==> src/rtl/assert_macros.svh <==
// Assertion macros shared by the RTL
`ifndef ASSERT_MACROS_SVH
`define ASSERT_MACROS_SVH

// a implies b at the same edge
`define ASSERT_SAME(lbl, clk, rst_n, a, b) \
    lbl: assert property (@(posedge clk) disable iff (!rst_n) (a) |-> (b)) \
        else $error("assertion failed: same-cycle implication");

// a implies b at the next edge
`define ASSERT_NEXT(lbl, clk, rst_n, a, b) \
    lbl: assert property (@(posedge clk) disable iff (!rst_n) (a) |=> (b)) \
        else $error("assertion failed: next-cycle implication");

`endif

==> src/rtl/ort_pkg.sv <==
// Types and constants for the occluder rectangle tracker
`timescale 1ns / 1ps
package ort_pkg;
    localparam int NUM_OCC = 3;
    localparam int COORD_W = 24;
    localparam int DIFF_W  = COORD_W + 1;
    localparam int AREA_W  = 2 * DIFF_W;
    localparam int IDX_W   = $clog2(NUM_OCC);
    localparam int CNT_W   = $clog2(NUM_OCC + 1);

    localparam logic [1:0] OP_QUERY  = 2'd0;
    localparam logic [1:0] OP_MERGE  = 2'd1;
    localparam logic [1:0] OP_CLEAR  = 2'd2;
    localparam logic [1:0] OP_UNUSED = 2'd3;

    typedef enum logic [1:0] {
        MUL_NEW = 2'd0,
        MUL_V   = 2'd1,
        MUL_W   = 2'd2
    } mul_sel_t;

    typedef struct packed {
        logic [1:0]                 op;
        logic signed [COORD_W-1:0]  rect_left;
        logic signed [COORD_W-1:0]  rect_top;
        logic signed [COORD_W-1:0]  rect_right;
        logic signed [COORD_W-1:0]  rect_bottom;
    } req_t;

    typedef struct packed {
        logic       covered;
        logic [1:0] held_count;
    } rsp_t;

    typedef struct packed {
        logic             load;
        logic             query;
        logic             clear;
        logic             mul_en;
        mul_sel_t         mul_sel;
        logic             na_latch;
        logic             append;
        logic             ext_sel;
        logic             replace;
        logic             sort;
        logic             out_load;
        logic [IDX_W-1:0] idx;
        logic [IDX_W-1:0] phase;
    } cmd_t;

    typedef struct packed {
        logic [1:0] op;
        logic       full;
        logic       last_slot;
        logic       out_free;
    } status_t;
endpackage

==> src/rtl/ort_datapath.sv <==
// Datapath: rectangle store, area multiplier, extension select, sort network
`timescale 1ns / 1ps
module ort_datapath (
    input  logic             clk,
    input  logic             rst_n,
    input  ort_pkg::req_t    req,
    input  ort_pkg::cmd_t    cmd,
    input  logic             rsp_stall,
    output ort_pkg::status_t status,
    output logic             rsp_valid,
    output ort_pkg::rsp_t    rsp
);
    import ort_pkg::*;

    typedef logic signed [COORD_W-1:0] crd_t;
    typedef logic signed [DIFF_W-1:0]  dif_t;
    typedef logic signed [AREA_W-1:0]  area_t;

    function automatic crd_t smax(input crd_t a, input crd_t b);
        return (a > b) ? a : b;
    endfunction

    function automatic crd_t smin(input crd_t a, input crd_t b);
        return (a < b) ? a : b;
    endfunction

    function automatic dif_t sdiff(input crd_t hi, input crd_t lo);
        return dif_t'(hi) - dif_t'(lo);
    endfunction

    crd_t  occ_l_reg [NUM_OCC];
    crd_t  occ_t_reg [NUM_OCC];
    crd_t  occ_r_reg [NUM_OCC];
    crd_t  occ_b_reg [NUM_OCC];
    area_t area_reg  [NUM_OCC];

    req_t             req_reg;
    logic [CNT_W-1:0] cnt_reg;
    logic             cov_reg;
    area_t            prod_reg;
    area_t            av_reg;
    area_t            na_reg;
    area_t            best_a_reg;
    logic [IDX_W-1:0] best_idx_reg;
    crd_t             bl_reg, bt_reg, br_reg, bb_reg;
    logic             rsp_valid_reg;
    rsp_t             rsp_reg;

    crd_t n_l, n_t, n_r, n_b;
    crd_t a_l, a_t, a_r, a_b;
    crd_t c_l, c_t, c_r, c_b;
    crd_t v_t, v_b, w_l, w_r;
    logic hit, pick_v, take;
    dif_t mul_a, mul_b;
    area_t ea;
    logic n_empty, any_in;

    assign n_l = req_reg.rect_left;
    assign n_t = req_reg.rect_top;
    assign n_r = req_reg.rect_right;
    assign n_b = req_reg.rect_bottom;

    // extension of the entry under evaluation
    assign a_l = occ_l_reg[cmd.idx];
    assign a_t = occ_t_reg[cmd.idx];
    assign a_r = occ_r_reg[cmd.idx];
    assign a_b = occ_b_reg[cmd.idx];
    assign c_l = smax(a_l, n_l);
    assign c_t = smax(a_t, n_t);
    assign c_r = smin(a_r, n_r);
    assign c_b = smin(a_b, n_b);
    assign v_t = smin(a_t, n_t);
    assign v_b = smax(a_b, n_b);
    assign w_l = smin(a_l, n_l);
    assign w_r = smax(a_r, n_r);
    assign hit = (c_l < c_r) && (c_t < c_b);

    always_comb begin
        case (cmd.mul_sel)
            MUL_V:
            begin
                mul_a = sdiff(c_r, c_l);
                mul_b = sdiff(v_b, v_t);
            end
            MUL_W:
            begin
                mul_a = sdiff(w_r, w_l);
                mul_b = sdiff(c_b, c_t);
            end
            default:
            begin
                mul_a = sdiff(n_r, n_l);
                mul_b = sdiff(n_b, n_t);
            end
        endcase
    end

    // prod_reg holds the w area during the select step, av_reg the v area
    assign pick_v = av_reg > prod_reg;
    assign ea     = hit ? (pick_v ? av_reg : prod_reg) : '0;
    assign take   = (ea >= na_reg) && (ea > best_a_reg);

    assign n_empty = !((n_l < n_r) && (n_t < n_b));
    always_comb begin
        any_in = 1'b0;
        for (int i = 0; i < NUM_OCC; i++)
        begin
            if ((CNT_W'(i) < cnt_reg)
                && (occ_l_reg[i] < occ_r_reg[i]) && (occ_t_reg[i] < occ_b_reg[i])
                && (occ_l_reg[i] <= n_l) && (occ_t_reg[i] <= n_t)
                && (occ_r_reg[i] >= n_r) && (occ_b_reg[i] >= n_b))
                any_in = 1'b1;
        end
    end

    always_ff @(posedge clk) begin
        if (cmd.load)
            req_reg <= req;
        if (cmd.mul_en)
            prod_reg <= mul_a * mul_b;
        if (cmd.mul_sel == MUL_W && cmd.mul_en)
            av_reg <= prod_reg;
        if (cmd.na_latch)
        begin
            na_reg       <= prod_reg;
            best_a_reg   <= '0;
            best_idx_reg <= '0;
        end
        if (cmd.ext_sel && take)
        begin
            best_a_reg   <= ea;
            best_idx_reg <= cmd.idx;
            bl_reg <= pick_v ? c_l : w_l;
            bt_reg <= pick_v ? v_t : c_t;
            br_reg <= pick_v ? c_r : w_r;
            bb_reg <= pick_v ? v_b : c_b;
        end
        if (cmd.append)
        begin
            occ_l_reg[cnt_reg[IDX_W-1:0]] <= n_l;
            occ_t_reg[cnt_reg[IDX_W-1:0]] <= n_t;
            occ_r_reg[cnt_reg[IDX_W-1:0]] <= n_r;
            occ_b_reg[cnt_reg[IDX_W-1:0]] <= n_b;
            area_reg[cnt_reg[IDX_W-1:0]]  <= na_reg;
        end
        else if (cmd.replace)
        begin
            if (best_a_reg > 0)
            begin
                occ_l_reg[best_idx_reg] <= bl_reg;
                occ_t_reg[best_idx_reg] <= bt_reg;
                occ_r_reg[best_idx_reg] <= br_reg;
                occ_b_reg[best_idx_reg] <= bb_reg;
                area_reg[best_idx_reg]  <= best_a_reg;
            end
            else if (na_reg > area_reg[NUM_OCC-1])
            begin
                occ_l_reg[NUM_OCC-1] <= n_l;
                occ_t_reg[NUM_OCC-1] <= n_t;
                occ_r_reg[NUM_OCC-1] <= n_r;
                occ_b_reg[NUM_OCC-1] <= n_b;
                area_reg[NUM_OCC-1]  <= na_reg;
            end
        end
        else if (cmd.sort)
        begin
            // odd-even transposition; strict compare keeps equal areas in order
            for (int j = 0; j < NUM_OCC - 1; j++)
            begin
                if ((j[0] == cmd.phase[0]) && (area_reg[j] < area_reg[j+1]))
                begin
                    occ_l_reg[j] <= occ_l_reg[j+1];
                    occ_t_reg[j] <= occ_t_reg[j+1];
                    occ_r_reg[j] <= occ_r_reg[j+1];
                    occ_b_reg[j] <= occ_b_reg[j+1];
                    area_reg[j]  <= area_reg[j+1];
                    occ_l_reg[j+1] <= occ_l_reg[j];
                    occ_t_reg[j+1] <= occ_t_reg[j];
                    occ_r_reg[j+1] <= occ_r_reg[j];
                    occ_b_reg[j+1] <= occ_b_reg[j];
                    area_reg[j+1]  <= area_reg[j];
                end
            end
        end
        if (cmd.out_load)
        begin
            rsp_reg.covered    <= cov_reg;
            rsp_reg.held_count <= 2'(cnt_reg);
        end
    end

    always_ff @(posedge clk or negedge rst_n) begin
        if (!rst_n)
        begin
            cnt_reg       <= '0;
            cov_reg       <= 1'b0;
            rsp_valid_reg <= 1'b0;
        end
        else
        begin
            if (cmd.load)
                cov_reg <= 1'b0;
            else if (cmd.query)
                cov_reg <= n_empty || any_in;
            if (cmd.clear)
                cnt_reg <= '0;
            else if (cmd.append)
                cnt_reg <= cnt_reg + 1'b1;
            if (cmd.out_load)
                rsp_valid_reg <= 1'b1;
            else if (!rsp_stall)
                rsp_valid_reg <= 1'b0;
        end
    end

    assign status.op        = req_reg.op;
    assign status.full      = (cnt_reg == CNT_W'(NUM_OCC));
    assign status.last_slot = (cnt_reg == CNT_W'(NUM_OCC - 1));
    assign status.out_free  = !rsp_valid_reg || !rsp_stall;
    assign rsp_valid = rsp_valid_reg;
    assign rsp       = rsp_reg;
endmodule

==> config.mk <==
export PLATFORM = sky130hd
export DESIGN_NAME = ort_datapath
export DESIGN_NICKNAME = d
export VERILOG_FILES = /design/src/rtl/assert_macros.svh /design/src/rtl/ort_pkg.sv /design/src/rtl/ort_datapath.sv
export SDC_FILE = /design/constraint.sdc
export NUM_CORES = 2
export LEC_CHECK = 0
export ABC_AREA = 1
export BUFFER_PORTS_ARGS = -buffer_cell sky130_fd_sc_hd__buf_2
export CORE_MARGIN = 4
export CORE_UTILIZATION = 45
export DETAILED_ROUTE_END_ITERATION = 16
export GPL_TIMING_DRIVEN = 1
export HOLD_SLACK_MARGIN = 0.12
export PLACE_DENSITY = 0.64
export SETUP_SLACK_MARGIN = 0.4
export SLEW_MARGIN = 20
export SYNTH_ARGS = -nofsm -noshare
export SYNTH_HDL_FRONTEND = slang
export SYNTH_SLANG_ARGS = --single-unit
export TNS_END_PERCENT = 10
==> constraint.sdc <==
create_clock -name clk -period 13 [get_ports clk]
set_input_delay 1.95 -clock clk [delete_from_list [all_inputs] [get_ports clk]]
set_output_delay 1.95 -clock clk [all_outputs]
set_load 0.02 [all_outputs]
==> flow_metrics.py <==
metrics = {
    "logic_synthesis": {
        "synth_top_area_share_pct": 29.2,
        "synth_cell_types": 70,
        "synth-async-reset-ratio_pct": 0.427,
        "synthesis.area_um2": 96100,
        "syn-num-nets": 13675,
        "yosysSeqAreaShare_pct": 29.3,
        "yosysTopAreaCell": "edfxtp_1",
        "synth_area_leaders": "edfxtp_1 29%, ha_1 14%, fa_1 14%, nand2_1 12%, inv_1 6.8%",
        "synth_cells": 11795,
        "synth_ff_type": "edfxtp_1",
        "ys_ff_latch": 937,
        "synth_edf_count": 933,
        "synth.avg_cell_area_um2": 8.14,
        "yosysWarnings": 0,
    },
    "layout": {
        "fillerInstances": 19503,
        "synthToLayoutAreaGrowth_pct": 19.5,
        "largest_reg_flops": 150,
        "final_area_um2": 115000,
        "drive_gt1_share_pct": 16.1,
        "mostFrequentLayoutCell": "nand2_1",
        "final_cell_mix": "2925 x nand2_1, 1701 x inv_1, 1070 x buf_4",
        "num-nets-final": 14673,
    },
    "flow_run": {
        "max_cap_viol_count": 0,
    },
    "drt": {
        "drc": 0,
        "vias": 89685,
        "wirelength_met1_um": 144000,
        "drt-total-wl_um": 364000,
        "drtPass1Iterations": 8,
        "initialDrtViolationCount": 9516,
        "vias_per_cell": 5.71,
        "top_layer": "met5",
        "wl_met2_um": 163000,
        "wl_per_cell_um": 23.1,
        "antenna_left": 0,
        "met3RoutedLength_um": 32600,
    },
    "global_route": {
        "grt-ovfl-total": 0,
        "grt_pass1_vias": 88447,
        "grt_start_max_net_pins": 155,
        "grt_pass1_wl_um": 540000,
        "antenna_found_initial": 8,
        "grt_usage_pct": 31.9,
    },
    "die": {
        "die-area_um2": 221000,
        "die_w_um": 470,
        "initial_core_util_pct": 45.2,
        "die_h_um": 470,
        "coreArea_um2": 212000,
        "pin_count": 126,
        "num_rows": 169,
    },
    "critical_path": {
        "cpPeakStageDelay_ns": 0.61,
        "worstSetupPathType": "in -> reg",
        "required_ns": 13.48,
        "critPathLaunchType": "input port",
        "slowest_stage": "fa_1",
        "cp-end-kind": "register",
        "crit_top_cell": "fa_1",
        "crit_fanout": 8,
        "crit_buf_inv": 19,
        "cp.arrival_ns": 13.15,
        "cp_top_family": "adder cells",
    },
    "sta": {
        "slew_headroom_pct": 14.0,
        "setup_viol": 0,
        "clock_skew_ns": 0.0983,
        "slew_violations": 0,
        "period_share_pct": 97.5,
        "hold_ws_ns": 0.447,
        "hold_viol": 0,
        "worstMarginPinSlew_ns": 1.27,
        "max_freq_mhz": 78.9,
        "min_period_ns": 12.67,
        "rsz0062_at_grt": "yes",
    },
    "clock_tree": {
        "cts_made_buffers": 112,
        "clock-sinks": 937,
        "worstSkewPairLatency_ns": 0.83,
        "ctsHoldBuffers": 0,
        "htree_levels": 3,
        "clkTransAtPathRegs_ns": 0.06,
        "cts.path.max_buffers": 3,
        "cts_tree": "built",
        "cts-root-buf": "clkbuf_16",
    },
    "place": {
        "placed_area_um2": 108000,
        "place_congestion": 1.01,
        "port_buffers": 124,
        "hpwl_um": 279000,
    },
    "hold_path": {
        "hold_path_class": "reg -> reg",
    },
    "status": {
        "outcome": "finished, final reports clean",
    },
}
cells by family after synthesis:
kind of cell / after synthesis / share of synthesized area [%]
adder cells (fa/ha/maj): 1763 / 28.2
AO/OA/AOI/OAI: 2342 / 13.5
AND/OR/NAND/NOR: 4415 / 19.1
multiplexers: 5 / 0.0521
buffers and inverters: 2218 / 8.86
XOR/XNOR: 115 / 1.05
flip-flops: 937 / 29.3
cell type report:
type	instances	area, um^2	area share (%)
tap	2821	3530	3.08
clock buffer	127	2910	2.54
timing repair inverter	2	20.0	0.0174
sequential	937	28100	24.5
antenna	5	12.5	0.0109
clock inverter	83	1070	0.930
timing repair buffer	1325	11100	9.67
multi-input combinational	8640	61200	53.3
inverter	1775	6790	5.92
Yosys cell counts, types with 21 or more instances:
library cell,n
nand2_1,2976
clkbuf_1,346
nand2_2,25
nor4_1,23
nand4_1,135
nor2_1,578
buf_1,28
clkinv_1,21
xor2_1,58
or2_2,60
o211ai_1,171
o21ai_1,23
buf_2,48
inv_1,1741
edfxtp_1,933
ha_1,1099
nor2_2,37
o21ai_0,1062
fa_1,664
xnor2_1,57
nand3_1,385
o21a_1,48
o221ai_1,42
nor3_1,120
a31oi_1,37
a21oi_1,793
a211oi_1,35
nand3_2,25
repair_timing:
action	CTS	global route
setup buffers	5	71
gates resized for setup	117	480
gates cloned	2	15
setup endpoints to repair	23	31
pin swaps	31	185
layer usage:
| metal | vias to the layer above | track usage (%) |
|---|---|---|
| met5 | - | 0 |
| met4 | 4 | 17.4 |
| met3 | 984 | 5.34 |
| met2 | 4317 | 51.2 |
| met1 | 43113 | 41.1 |
| li1 | 41267 | - |
path summary, 6_finish.rpt:
path | start | to | slack (ns) | cells after the start
hold / removal | prod_reg[4]$_DFFE_PP_ | na_reg[4]$_DFFE_PP_ | 0.45 | 0
setup reg to reg | n_r[23]$_DFFE_PP_ | prod_reg[49]$_DFFE_PP_ | 1.27 | 61
hold reg to reg | prod_reg[4]$_DFFE_PP_ | na_reg[4]$_DFFE_PP_ | 0.45 | 0
max in group asynchronous | rst_n | cnt_reg[0]$_DFFE_PN0P_ | 11.92 | 1
min in group asynchronous | rst_n | rsp_valid$_DFFE_PN0P_ | 0.95 | 1
setup / recovery | cmd[2] | prod_reg[49]$_DFFE_PP_ | 0.33 | 69
stage by stage:
stage               instances  worst slack [ns]  utilization, %  setup TNS [ns]
floorplan               11795            -0.776               -         -335.88
global placement        15407             -1.22            50.8          -23.75
detailed placement      15407             -1.12            50.8          -22.28
CTS                     15624             0.286            52.8               0
global route            15713           -0.0203            54.1         -0.0203
finish                  15715             0.330            54.1               0
Power is left out: the tool's default activity adds up to more than one toggle a clock period on the data nets, which glitch-free logic cannot reach.
