$ cat src/rtl/assert_macros.svh
// Assertion macros shared by the RTL
`ifndef ASSERT_MACROS_SVH
`define ASSERT_MACROS_SVH

// a implies b at the same edge
`define ASSERT_SAME(lbl, clk, rst_n, a, b) \
    lbl: assert property (@(posedge clk) disable iff (!rst_n) (a) |-> (b)) \
        else $error("assertion failed: same-cycle implication");

// a implies b at the next edge
`define ASSERT_NEXT(lbl, clk, rst_n, a, b) \
    lbl: assert property (@(posedge clk) disable iff (!rst_n) (a) |=> (b)) \
        else $error("assertion failed: next-cycle implication");

`endif

$ cat src/rtl/ort_pkg.sv
// Types and constants for the occluder rectangle tracker
`timescale 1ns / 1ps
package ort_pkg;
    localparam int NUM_OCC = 3;
    localparam int COORD_W = 24;
    localparam int DIFF_W  = COORD_W + 1;
    localparam int AREA_W  = 2 * DIFF_W;
    localparam int IDX_W   = $clog2(NUM_OCC);
    localparam int CNT_W   = $clog2(NUM_OCC + 1);

    localparam logic [1:0] OP_QUERY  = 2'd0;
    localparam logic [1:0] OP_MERGE  = 2'd1;
    localparam logic [1:0] OP_CLEAR  = 2'd2;
    localparam logic [1:0] OP_UNUSED = 2'd3;

    typedef enum logic [1:0] {
        MUL_NEW = 2'd0,
        MUL_V   = 2'd1,
        MUL_W   = 2'd2
    } mul_sel_t;

    typedef struct packed {
        logic [1:0]                 op;
        logic signed [COORD_W-1:0]  rect_left;
        logic signed [COORD_W-1:0]  rect_top;
        logic signed [COORD_W-1:0]  rect_right;
        logic signed [COORD_W-1:0]  rect_bottom;
    } req_t;

    typedef struct packed {
        logic       covered;
        logic [1:0] held_count;
    } rsp_t;

    typedef struct packed {
        logic             load;
        logic             query;
        logic             clear;
        logic             mul_en;
        mul_sel_t         mul_sel;
        logic             na_latch;
        logic             append;
        logic             ext_sel;
        logic             replace;
        logic             sort;
        logic             out_load;
        logic [IDX_W-1:0] idx;
        logic [IDX_W-1:0] phase;
    } cmd_t;

    typedef struct packed {
        logic [1:0] op;
        logic       full;
        logic       last_slot;
        logic       out_free;
    } status_t;
endpackage

$ cat src/rtl/ort_ctrl.sv
// Controller state machine for the occluder rectangle tracker
`timescale 1ns / 1ps
module ort_ctrl (
    input  logic            clk,
    input  logic            rst_n,
    input  logic            req_valid,
    output logic            req_stall,
    input  ort_pkg::status_t status,
    output ort_pkg::cmd_t   cmd
);
    import ort_pkg::*;

    typedef enum logic [9:0] {
        S_IDLE    = 10'b00_0000_0001,
        S_DISP    = 10'b00_0000_0010,
        S_AREA_N  = 10'b00_0000_0100,
        S_NA      = 10'b00_0000_1000,
        S_APPEND  = 10'b00_0001_0000,
        S_EXT_V   = 10'b00_0010_0000,
        S_EXT_W   = 10'b00_0100_0000,
        S_EXT_SEL = 10'b00_1000_0000,
        S_REPLACE = 10'b01_0000_0000,
        S_SORT    = 10'b10_0000_0000
    } state_t;

    localparam logic [IDX_W-1:0] LAST_IDX = IDX_W'(NUM_OCC - 1);

    state_t           state_reg, state_next;
    logic             done_reg, done_next;
    logic [IDX_W-1:0] idx_reg, idx_next;
    logic [IDX_W-1:0] phase_reg, phase_next;

    always_ff @(posedge clk or negedge rst_n) begin
        if (!rst_n)
        begin
            state_reg <= S_IDLE;
            done_reg  <= 1'b0;
            idx_reg   <= '0;
            phase_reg <= '0;
        end
        else
        begin
            state_reg <= state_next;
            done_reg  <= done_next;
            idx_reg   <= idx_next;
            phase_reg <= phase_next;
        end
    end

    // done_reg marks a finished request waiting for the output register
    assign req_stall = (state_reg != S_IDLE) || done_reg;

    always_comb begin
        state_next = state_reg;
        done_next  = done_reg;
        idx_next   = idx_reg;
        phase_next = phase_reg;
        cmd        = '0;
        cmd.idx    = idx_reg;
        cmd.phase  = phase_reg;
        cmd.mul_sel = MUL_NEW;
        if (done_reg && status.out_free)
        begin
            cmd.out_load = 1'b1;
            done_next    = 1'b0;
        end
        unique case (state_reg)
            S_IDLE:
            begin
                if (req_valid && !done_reg)
                begin
                    cmd.load   = 1'b1;
                    state_next = S_DISP;
                end
            end
            S_DISP:
            begin
                unique case (status.op)
                    OP_QUERY:
                    begin
                        cmd.query  = 1'b1;
                        done_next  = 1'b1;
                        state_next = S_IDLE;
                    end
                    OP_MERGE:  state_next = S_AREA_N;
                    OP_CLEAR:
                    begin
                        cmd.clear  = 1'b1;
                        done_next  = 1'b1;
                        state_next = S_IDLE;
                    end
                    default:
                    begin
                        done_next  = 1'b1;
                        state_next = S_IDLE;
                    end
                endcase
            end
            S_AREA_N:
            begin
                cmd.mul_en  = 1'b1;
                cmd.mul_sel = MUL_NEW;
                state_next  = S_NA;
            end
            S_NA:
            begin
                cmd.na_latch = 1'b1;
                idx_next     = '0;
                state_next   = status.full ? S_EXT_V : S_APPEND;
            end
            S_APPEND:
            begin
                cmd.append = 1'b1;
                phase_next = '0;
                if (status.last_slot)
                    state_next = S_SORT;
                else
                begin
                    done_next  = 1'b1;
                    state_next = S_IDLE;
                end
            end
            S_EXT_V:
            begin
                cmd.mul_en  = 1'b1;
                cmd.mul_sel = MUL_V;
                state_next  = S_EXT_W;
            end
            S_EXT_W:
            begin
                cmd.mul_en  = 1'b1;
                cmd.mul_sel = MUL_W;
                state_next  = S_EXT_SEL;
            end
            S_EXT_SEL:
            begin
                cmd.ext_sel = 1'b1;
                if (idx_reg == LAST_IDX)
                    state_next = S_REPLACE;
                else
                begin
                    idx_next   = idx_reg + 1'b1;
                    state_next = S_EXT_V;
                end
            end
            S_REPLACE:
            begin
                cmd.replace = 1'b1;
                phase_next  = '0;
                state_next  = S_SORT;
            end
            S_SORT:
            begin
                cmd.sort = 1'b1;
                if (phase_reg == LAST_IDX)
                begin
                    done_next  = 1'b1;
                    state_next = S_IDLE;
                end
                else
                    phase_next = phase_reg + 1'b1;
            end
            default: state_next = S_IDLE;
        endcase
    end
endmodule

$ cat config.mk
export PLATFORM = sky130hd
export DESIGN_NAME = ort_ctrl
export DESIGN_NICKNAME = d
export VERILOG_FILES = /design/src/rtl/assert_macros.svh /design/src/rtl/ort_pkg.sv /design/src/rtl/ort_ctrl.sv
export SDC_FILE = /design/constraint.sdc
export NUM_CORES = 1
export LEC_CHECK = 0
export BUFFER_PORTS_ARGS = -buffer_cell sky130_fd_sc_hd__buf_2
export CORE_UTILIZATION = 54
export DETAILED_ROUTE_END_ITERATION = 6
export PLACE_DENSITY = 0.79
export SKIP_CTS_REPAIR_TIMING = 1
export SYNTH_ARGS = -nofsm -noshare
export SYNTH_HDL_FRONTEND = slang
export SYNTH_SLANG_ARGS = --single-unit
$ cat constraint.sdc
create_clock -name clk -period 4.95 [get_ports clk]
set_clock_uncertainty 0.15 [all_clocks]
set_input_delay 1.2375 -clock clk [delete_from_list [all_inputs] [get_ports clk]]
set_output_delay 1.2375 -clock clk [all_outputs]
set_load 0.02 [all_outputs]
==> summary.md, run 1 <==
| Metric | Value |
|---|---|
| Post-Syn Area | 931 µm² |
| Routed length per instance | 13.2 µm |
| IO Pins | 25 |
| Tcrit/Tclk final | 0.687 |
| Unique cell type count in the Yosys netlist | 42 |
| Fraction of registers with async set/reset | 1.00 |
| Max Slew Vio Count | 0 |
| Synth Register Bits | 15 |
| Dominant cell type by area after synthesis | dfrtp_1 |
| Routing usage on met1 | 0.272 |
| Layout cells sized above 1 | 0.296 |
| Vias in the first global route | 756 |
| Final #Nets | 136 |
| Clk Tree Root Cell | clkbuf_4 |
| CP Class | flop to output port |
| Clock sinks | 15 |
| Clk Latency, worst-skew pair | 290 ps |
| Area delta synth->final | 17.5% |
| Register area share after synthesis | 0.405 |
| Mapped Cells | 98 |
| Worst rel slew slack | 0.736 |
| Commonest cells after routing, fill and taps aside | 24 x buf_2, 14 x dfrtp_1, 9 x inv_1 |
| Final Hold Viols | 0 |
| Finish-stage setup viols | 0 |
| GR met2 Demand/Resource | 0.400 |
| Total CTS buffers | 3 |
| Unrepaired setup endpoints after global routing | no |
| Die H | 43.5 µm |
| Remaining global-route overflow | 0 |
| Clock period minus worst slack | 3400 ps |
| Hold Path Class | flop to flop |
| Sequential Power Share | 0.436 |
| First-pass GRT wire length | 3100 µm |
| Status | complete, no violations |
| Clock Tree Buf Depth | 2 |
| Routability cong. | 0.774 |
| Net Sw Frac | 0.382 |
| Antenna Nets Post-Route | 0 |
| Top_reg_cell synth | dfrtp_1 |
| Core ar. | 0.00156 mm² |
| Worst endpoint data arrival time | 2010 ps |
| Starting DRT DRC Count | 13 |
| Largest register FFs | 10 |
| Most common cell after layout, fill and taps aside | buf_2 |
| Drt first pass iters | 4 |
| Routed via count | 802 |
| Cell leakage power | 0.558 nW |
| WP data required | 3560 ps |
| P_sw | 0.138 mW |
| Slew @ Worst Pin | 392 ps |
| Row count | 14 |
| Critical path peak fanout | 6 |
| Comb pwr share | 0.363 |
| Finished Core Util | 0.701 |
| Setup_tns | 0 ps |
| PwrDens | 330 mW/mm² |
| Met3 usage | 0.0250 |
| Startpoint Class | flop |
| Share of the synthesized area in the top cell type | 0.376 |
| Drt via density | 5.69 |
| # diodes | 0 |
| Gr usage total | 0.223 |
| Hold_ws | 356 ps |
| Pin count of the biggest net entering global routing | 16 |
| Peak supply drop | 185 µV |
| Die Wd | 43.5 µm |
| CTS H-tree lvls | 1 |
| Initial antenna violation count | 0 |
| Hpwl dp | 1470 µm |
| Starting Density | 0.597 |
| Fmax | 294 MHz |
| Layer with the highest usage | met2 |
| Residual DRC count | 0 |
| Die area | 0.00189 mm² |
| Total power | 0.361 mW |
| Max Cap Viol | 0 |
| Total wire length | 1860 µm |
| Top post-synthesis cells by area | dfrtp_1 38%, nor4_4 4.6%, nor2b_1 4.0% |
| EDFF count, synth | 0 |
| CTS tree | built |
| Syn nets | 108 |
| Syn Area/Cell | 9.50 µm² |
| Port Buffer Count | 24 |
| Worst-path clk slew | 100 ps |
| Syn. warnings | 0 |
| Cell-internal power | 0.223 mW |
| Critical Path End Type | output port |
| Clk pwr share | 0.201 |
-- per-layer routing --
metal | part of all wire | vias up
met5 | 0 | -
met3 | 0.031 | 2
li1 | - | 408
met2 | 0.51 | 15
met4 | 0.0032 | 0
met1 | 0.46 | 377
-- kinds of logic (layout without fill, tap and decap cells) --
| group | after synthesis | after routing | synth area share |
|---|---|---|---|
| muxes | 2 | 2 | 0.0215 |
| and+or+nand+nor | 50 | 50 | 0.349 |
| DFF | 15 | 15 | 0.405 |
| adders and majority gates | 2 | 2 | 0.0269 |
| buffers and inverters | 11 | 38 | 0.0457 |
| xor gates and xnor gates | 2 | 2 | 0.0188 |
| AOI/OAI and AO/OA | 16 | 16 | 0.133 |
-- path summary, 6_finish.rpt --
check                           slack [ps]  depth (start not counted)      endpoint          from
worst min-delay path                   360                          1    idx_reg[0]    idx_reg[0]
worst min register to register         360                          1    idx_reg[0]    idx_reg[0]
worst max register to register        3120                          4  phase_reg[0]  state_reg[5]
worst max-delay path                  1550                          5       cmd[13]  state_reg[5]
max in group asynchronous             3670                          1  state_reg[0]         rst_n
min in group asynchronous              680                          1  state_reg[3]         rst_n
-- power groups by stage --
stage          logic, mW  registers (mW)  clock network, mW
4_1_cts            0.131           0.158             0.0767
2_1_floorplan     0.0998           0.156                  0
5_1_grt            0.146           0.159             0.0799
3_3_place_gp       0.129           0.159                  0
3_5_place_dp       0.130           0.161                  0
6_report           0.131           0.158             0.0727
-- cell type report --
cell class,instances,area (µm²)
clock buffers,3,22.5
clock inverters,1,5.00
fillers,134,465
inverters,10,37.5
multi-input cells,72,512
flip-flops and latches,15,377
well taps,16,20.0
repair buffers,24,120
-- critical path, stage by stage, from the launching register on --
cell and delay (ps):
dfrtp_1 460, nor4_4 440, nand3_2 170, or2_4 310, nor3b_2 160, buf_2 180
-- Yosys cell counts (2+ instances only) --
cell       n
and2_1     2
dfrtp_1   14
ha_1       2
inv_1      9
mux2i_1    2
nand2_1    5
nand2b_1   5
nor2_1     8
nor2b_1    6
nor3_1     5
nor3b_1    2
nor4_4     2
nor4b_1    2
o21ai_0    3
o21ai_1    2
o32a_1     2
or3_1      2
-- per-stage QoR --
stage	std cells	cell area [µm²]	worst slack [ps]
6_report	141	1090	1550
5_1_grt	141	1090	1420
4_1_cts	141	1090	1530
3_5_place_dp	137	1070	1680
3_3_place_gp	137	1070	1730
2_1_floorplan	98	931	1630
No activity file was read; power rests on OpenSTA's default activity.
==> run 2: changes to the inputs <==
--- a/config.mk
+++ b/config.mk
@@ -6,9 +6,9 @@
 export NUM_CORES = 1
 export LEC_CHECK = 0
 export BUFFER_PORTS_ARGS = -buffer_cell sky130_fd_sc_hd__buf_2
-export CORE_UTILIZATION = 54
+export CORE_UTILIZATION = 51
 export DETAILED_ROUTE_END_ITERATION = 6
-export PLACE_DENSITY = 0.79
+export PLACE_DENSITY = 0.75
 export SKIP_CTS_REPAIR_TIMING = 1
 export SYNTH_ARGS = -nofsm -noshare
 export SYNTH_HDL_FRONTEND = slang
==> constraint.sdc (replaced) <==
create_clock -name clk -period 3.2 [get_ports clk]
set_clock_uncertainty 0.15 [all_clocks]
set_input_delay 0.8 -clock clk [delete_from_list [all_inputs] [get_ports clk]]
set_output_delay 0.8 -clock clk [all_outputs]
set_load 0.02 [all_outputs]
==> summary.md, run 2 (synthesis results as in run 1) <==
| Metric | Value |
|---|---|
| Status | complete, no violations |
| Clock period minus worst slack | 2960 ps |
| Max Slew Vio Count | 0 (unchanged) |
| Tcrit/Tclk final | 0.926 |
| Fmax | 338 MHz |
| CTS H-tree lvls | 1 (unchanged) |
| # fillers | 156 (+16%) |
| WP data required | 2250 ps (-1310 ps) |
| Unrepaired setup endpoints after global routing | no |
| Area delta synth->final | 18.7% |
| Net Sw Frac | 0.384 (+0.00132) |
| Total CTS buffers | 3 (unchanged) |
| Startpoint Class | flop |
| Largest register FFs | 10 (unchanged) |
| Drt via density | 5.35 (-5.9%) |
| Routed length per instance | 13.2 µm (+0.23%) |
| Worst-path cell chain | nor4_4 -> nand3_2 -> or2_4 -> nor3b_2 -> buf_2 |
| Finished Core Util | 0.640 (-0.0616) |
| Setup_tns | 0 ps (unchanged) |
| CTS tree | built |
| First-pass GRT wire length | 3140 µm (+1.3%) |
| Met2 wire length | 1010 µm (+6.6%) |
| Die area | 0.00200 mm² (+5.6%) |
| CP Class | flop to output port |
| Slew @ Worst Pin | 402 ps (+9.62 ps) |
| Layout cells sized above 1 | 0.296 (unchanged) |
| Sequential Power Share | 0.437 (about the same) |
| Total power | 0.560 mW (+55%) |
| Starting Density | 0.539 (-0.0580) |
| Initial antenna violation count | 0 (unchanged) |
| Peak supply drop | 281 µV (+51%) |
| # diodes | 0 (unchanged) |
| Gr usage total | 0.220 (-0.00343) |
| Uppermost layer routed | met4 |
| Clock sinks | 15 (unchanged) |
| Drt first pass iters | 4 (unchanged) |
| Final Hold Viols | 0 (unchanged) |
| Routed met3 length | 47 µm (-18%) |
| Residual DRC count | 0 (unchanged) |
| Core ar. | 0.00173 mm² (+11%) |
| Worst rel slew slack | 0.728 (-0.00823) |
| Critical Path End Type | output port |
| Worst path slowest cell | dfrtp_1 |
| Die Wd | 44.7 µm (+2.8%) |
| PwrDens | 507 mW/mm² (+53%) |
| Die H | 44.7 µm (+2.8%) |
| Worst-path clk slew | 100 ps (about the same) |
| Clk Latency, worst-skew pair | 290 ps (about the same) |
| Routed via count | 803 (+0.12%) |
| Worst endpoint data arrival time | 2010 ps (about the same) |
| Cell-internal power | 0.345 mW (+55%) |
| Finish-stage setup viols | 0 (unchanged) |
| Pin count of the biggest net entering global routing | 16 (unchanged) |
| Starting DRT DRC Count | 25 (+12) |
| Vias in the first global route | 732 (-3.2%) |
| Cell leakage power | 0.558 nW (unchanged) |
| Routability cong. | 0.784 (+1.3%) |
| Comb pwr share | 0.363 (about the same) |
| Final #Nets | 136 (unchanged) |
| Commonest cells after routing, fill and taps aside | 24 x buf_2, 14 x dfrtp_1, 9 x inv_1 |
| Hpwl dp | 1560 µm (+6.5%) |
| Max Cap Viol | 0 (unchanged) |
| Clock Tree Buf Depth | 2 (unchanged) |
| Total wire length | 1980 µm (+6.6%) |
| IO Pins | 25 (unchanged) |
| Most common cell after layout, fill and taps aside | buf_2 |
| Port Buffer Count | 24 (unchanged) |
| Row count | 15 (+1) |
| Hold Path Class | primary input to asynchronous set/reset pin |
| Clk Tree Root Cell | clkbuf_4 |
| Critical Path Max Stage Delay | 470 ps (about the same) |
| Wl on met1 | 903 µm (+6.6%) |
| Antenna Nets Post-Route | 0 (unchanged) |
| Critical path peak fanout | 7 (+1) |
| Clk pwr share | 0.201 (about the same) |
| Remaining global-route overflow | 0 (unchanged) |
| P_sw | 0.215 mW (+56%) |
run 2: area by class of cell:
class	instances	area, µm²	area share
Multi-Input combinational cell	72	512	0.463
Tap cell	25	31.3	0.0283
Clock inverter	1	5.00	0.00453
Clock buffer	3	22.5	0.0204
Timing Repair Buffer	24	120	0.109
Inverter	10	37.5	0.0340
Sequential cell	15	377	0.341
run 2: worst paths after layout:
check | depth (start not counted) | slack, ps | startpoint | end
min | 1 | 240 | rst_n | state_reg[2]
min reg2reg | 1 | 360 | idx_reg[0] | idx_reg[0]
max reg2reg | 4 | 1380 | state_reg[4] | phase_reg[0]
max in group asynchronous | 1 | 2360 | rst_n | state_reg[0]
max | 5 | 240 | state_reg[4] | cmd[13]
min in group clk | 1 | 360 | idx_reg[0] | idx_reg[0]
run 2: power groups by stage:
stage / Clock (mW) / Combinational, mW / Sequential [mW]
after CTS: 0.114 / 0.205 / 0.245
final: 0.112 / 0.203 / 0.245
after floorplan: 0 / 0.154 / 0.242
after global placement: 0 / 0.200 / 0.246
after global routing: 0.120 / 0.228 / 0.249
after detailed placement: 0 / 0.203 / 0.249
run 2: metrics by stage:
step	cell area [µm²]	instances	hold WS, ps	setup WS [ps]
after global placement	1080	146	337	615
after floorplan	931	98	354	538
after global routing	1100	150	267	118
after CTS	1100	150	251	240
final	1100	150	244	238
after detailed placement	1080	146	345	563
run 2: critical path: cells and delay by family, from the launching register on:
| kind | cells | cell delay, ps |
|---|---|---|
| flops | 1 | 470 |
| simple gates | 4 | 1070 |
| buf+inv | 1 | 180 |
run 2: routing by layer:
metal	vias to the layer above	track usage
li1	408	-
met1	378	0.283
met2	13	0.376
met3	4	0.0240
met4	0	0.0909
met5	-	0
==> run 3: changes to the inputs <==
--- a/config.mk
+++ b/config.mk
@@ -6,9 +6,9 @@
 export NUM_CORES = 1
 export LEC_CHECK = 0
 export BUFFER_PORTS_ARGS = -buffer_cell sky130_fd_sc_hd__buf_2
-export CORE_UTILIZATION = 51
+export CORE_UTILIZATION = 40
 export DETAILED_ROUTE_END_ITERATION = 6
-export PLACE_DENSITY = 0.75
+export PLACE_DENSITY = 0.6
 export SKIP_CTS_REPAIR_TIMING = 1
 export SYNTH_ARGS = -nofsm -noshare
 export SYNTH_HDL_FRONTEND = slang
==> summary.md, run 3 (synthesis results as in run 1) <==
| Metric | Value |
|---|---|
| Sequential Power Share | 0.441 (+0.004) |
| Clock sinks | 15 (unchanged) |
| Final #Nets | 136 (unchanged) |
| Worst-path clk slew | 100 ps (about the same) |
| Initial antenna violation count | 0 (unchanged) |
| Unrepaired setup endpoints after global routing | no |
| P_sw | 0.210 mW (-2.3%) |
| Die H | 50.2 µm (+12%) |
| Max Cap Viol | 0 (unchanged) |
| Vias in the first global route | 765 (+4.5%) |
| Final worst setup slack | 260 ps (+22.5 ps) |
| Startpoint Class | flop |
| PwrDens | 503 mW/mm² (-0.79%) |
| Final Hold Viols | 0 (unchanged) |
| Cell-internal power | 0.347 mW (+0.51%) |
| Setup_tns | 0 ps (unchanged) |
| Net Sw Frac | 0.377 (-0.00665) |
| Clock Tree Buf Depth | 2 (unchanged) |
| Finished Core Util | 0.501 (-0.139) |
| IO Pins | 25 (unchanged) |
| DP Area | 0.00108 mm² (+0.35%) |
| Starting Density | 0.421 (-0.118) |
| Comb pwr share | 0.361 (-0.002) |
| Die area | 0.00252 mm² (+26%) |
| Worst rel slew slack | 0.729 (+0.000770) |
| Place WS | 572 ps (+9.03 ps) |
| Peak supply drop | 238 µV (-15%) |
| Gr usage total | 0.172 (-0.0478) |
| Total wire length | 1900 µm (-3.8%) |
| # fillers | 222 (+42%) |
| Starting DRT DRC Count | 15 (-40%) |
| Drt first pass iters | 4 (unchanged) |
| Clk Latency, worst-skew pair | 280 ps (about the same) |
| Tcrit/Tclk final | 0.919 (-0.00704) |
| First-pass GRT wire length | 3290 µm (+4.8%) |
| Core ar. | 0.00221 mm² (+28%) |
| Final Cell Area | 0.00111 mm² (+0.23%) |
| Worst endpoint data arrival time | 1990 ps (-20 ps) |
| Fmax | 340 MHz (+0.77%) |
| WP data required | 2250 ps (about the same) |
| Commonest cells after routing, fill and taps aside | 24 x buf_2, 14 x dfrtp_1, 9 x inv_1 |
| Residual DRC count | 0 (unchanged) |
| Critical Path End Type | output port |
| Area delta synth->final | 19.0% |
| Routability cong. | 0.747 (-4.8%) |
| Drt via density | 5.24 (-2.1%) |
| Pin count of the biggest net entering global routing | 16 (unchanged) |
| Remaining global-route overflow | 0 (unchanged) |
| Row count | 17 (+2) |
| Hpwl dp | 1490 µm (-4.3%) |
| Clk Tree Root Cell | clkbuf_4 |
| Most common cell after layout, fill and taps aside | buf_2 |
| Cell leakage power | 0.556 nW (-0.49%) |
| Status | complete, no violations |
| Total CTS buffers | 3 (unchanged) |
| CTS H-tree lvls | 1 (unchanged) |
| Port Buffer Count | 24 (unchanged) |
| # diodes | 0 (unchanged) |
| Finish-stage setup viols | 0 (unchanged) |
| Slew @ Worst Pin | 401 ps (-1.14 ps) |
| Max Slew Vio Count | 0 (unchanged) |
| Antenna Nets Post-Route | 0 (unchanged) |
| Routed length per instance | 12.4 µm (-5.7%) |
| Die Wd | 50.2 µm (+12%) |
| CTS tree | built |
| Clk pwr share | 0.198 (-0.003) |
| FF-to-FF path depth | 4 (unchanged) |
| Clock period minus worst slack | 2940 ps (-22.5 ps) |
| Layout cells sized above 1 | 0.288 (-0.00800) |
| Hold Path Class | primary input to asynchronous set/reset pin |
| Largest register FFs | 10 (unchanged) |
| Routed via count | 802 (-0.12%) |
| CP Class | flop to output port |
| Critical path peak fanout | 6 (-1) |
-- run 3: cell count changes in the layout (fill, tap and decap cells not counted) --
cell | before | now
clkbuf_1 | 0 | 1
clkinv_2 | 1 | 0
-- run 3: path summary, 6_finish.rpt --
| kind | startpoint | end | slack, ps |
|---|---|---|---|
| min in group clk | idx_reg[0] | idx_reg[0] | 350 |
| max reg2reg | state_reg[5] | phase_reg[0] | 1380 |
| min | rst_n | state_reg[6] | 260 |
| max in group asynchronous | rst_n | state_reg[0] | 2340 |
| max | state_reg[5] | cmd[13] | 260 |
| min reg2reg | idx_reg[0] | idx_reg[0] | 350 |
-- run 3: metal layers --
layer  global-route usage  up-vias  share of wire
met1                0.221      377           0.48
met4               0.0429        0         0.0042
met5                    0        -              0
met2                0.278       13           0.48
li1                     -      410              -
met3               0.0545        2          0.039
-- run 3: metrics by stage --
step / power, mW / hold slack [ps] / std cells
CTS: 0.566 / 254 / 153
detailed placement: 0.453 / 346 / 149
global route: 0.598 / 274 / 153
floorplan: 0.396 / 354 / 98
finish: 0.557 / 256 / 153
global placement: 0.449 / 339 / 149
-- run 3: worst max-delay path, cell delays in order (launching register included) --
cell and delay (ps):
dfrtp_1 450, nor4_4 440, nand3_2 170, or2_4 310
nor3b_2 170, buf_2 180
-- run 3: area by class of cell --
cell class | count | area [µm²] | area share
clock buffer | 4 | 26.3 | 0.0237
inverter | 10 | 37.5 | 0.0339
multi-input combinational | 72 | 512 | 0.462
sequential | 15 | 377 | 0.340
tap | 28 | 35.0 | 0.0316
timing repair buffer | 24 | 120 | 0.108
-- run 3: power groups by stage --
| stage | logic, mW | clock network (mW) | registers, mW |
|---|---|---|---|
| final | 0.201 | 0.110 | 0.246 |
| after global routing | 0.224 | 0.124 | 0.250 |
| after CTS | 0.203 | 0.116 | 0.246 |
| after detailed placement | 0.203 | 0 | 0.250 |
| after global placement | 0.203 | 0 | 0.247 |
| after floorplan | 0.154 | 0 | 0.242 |
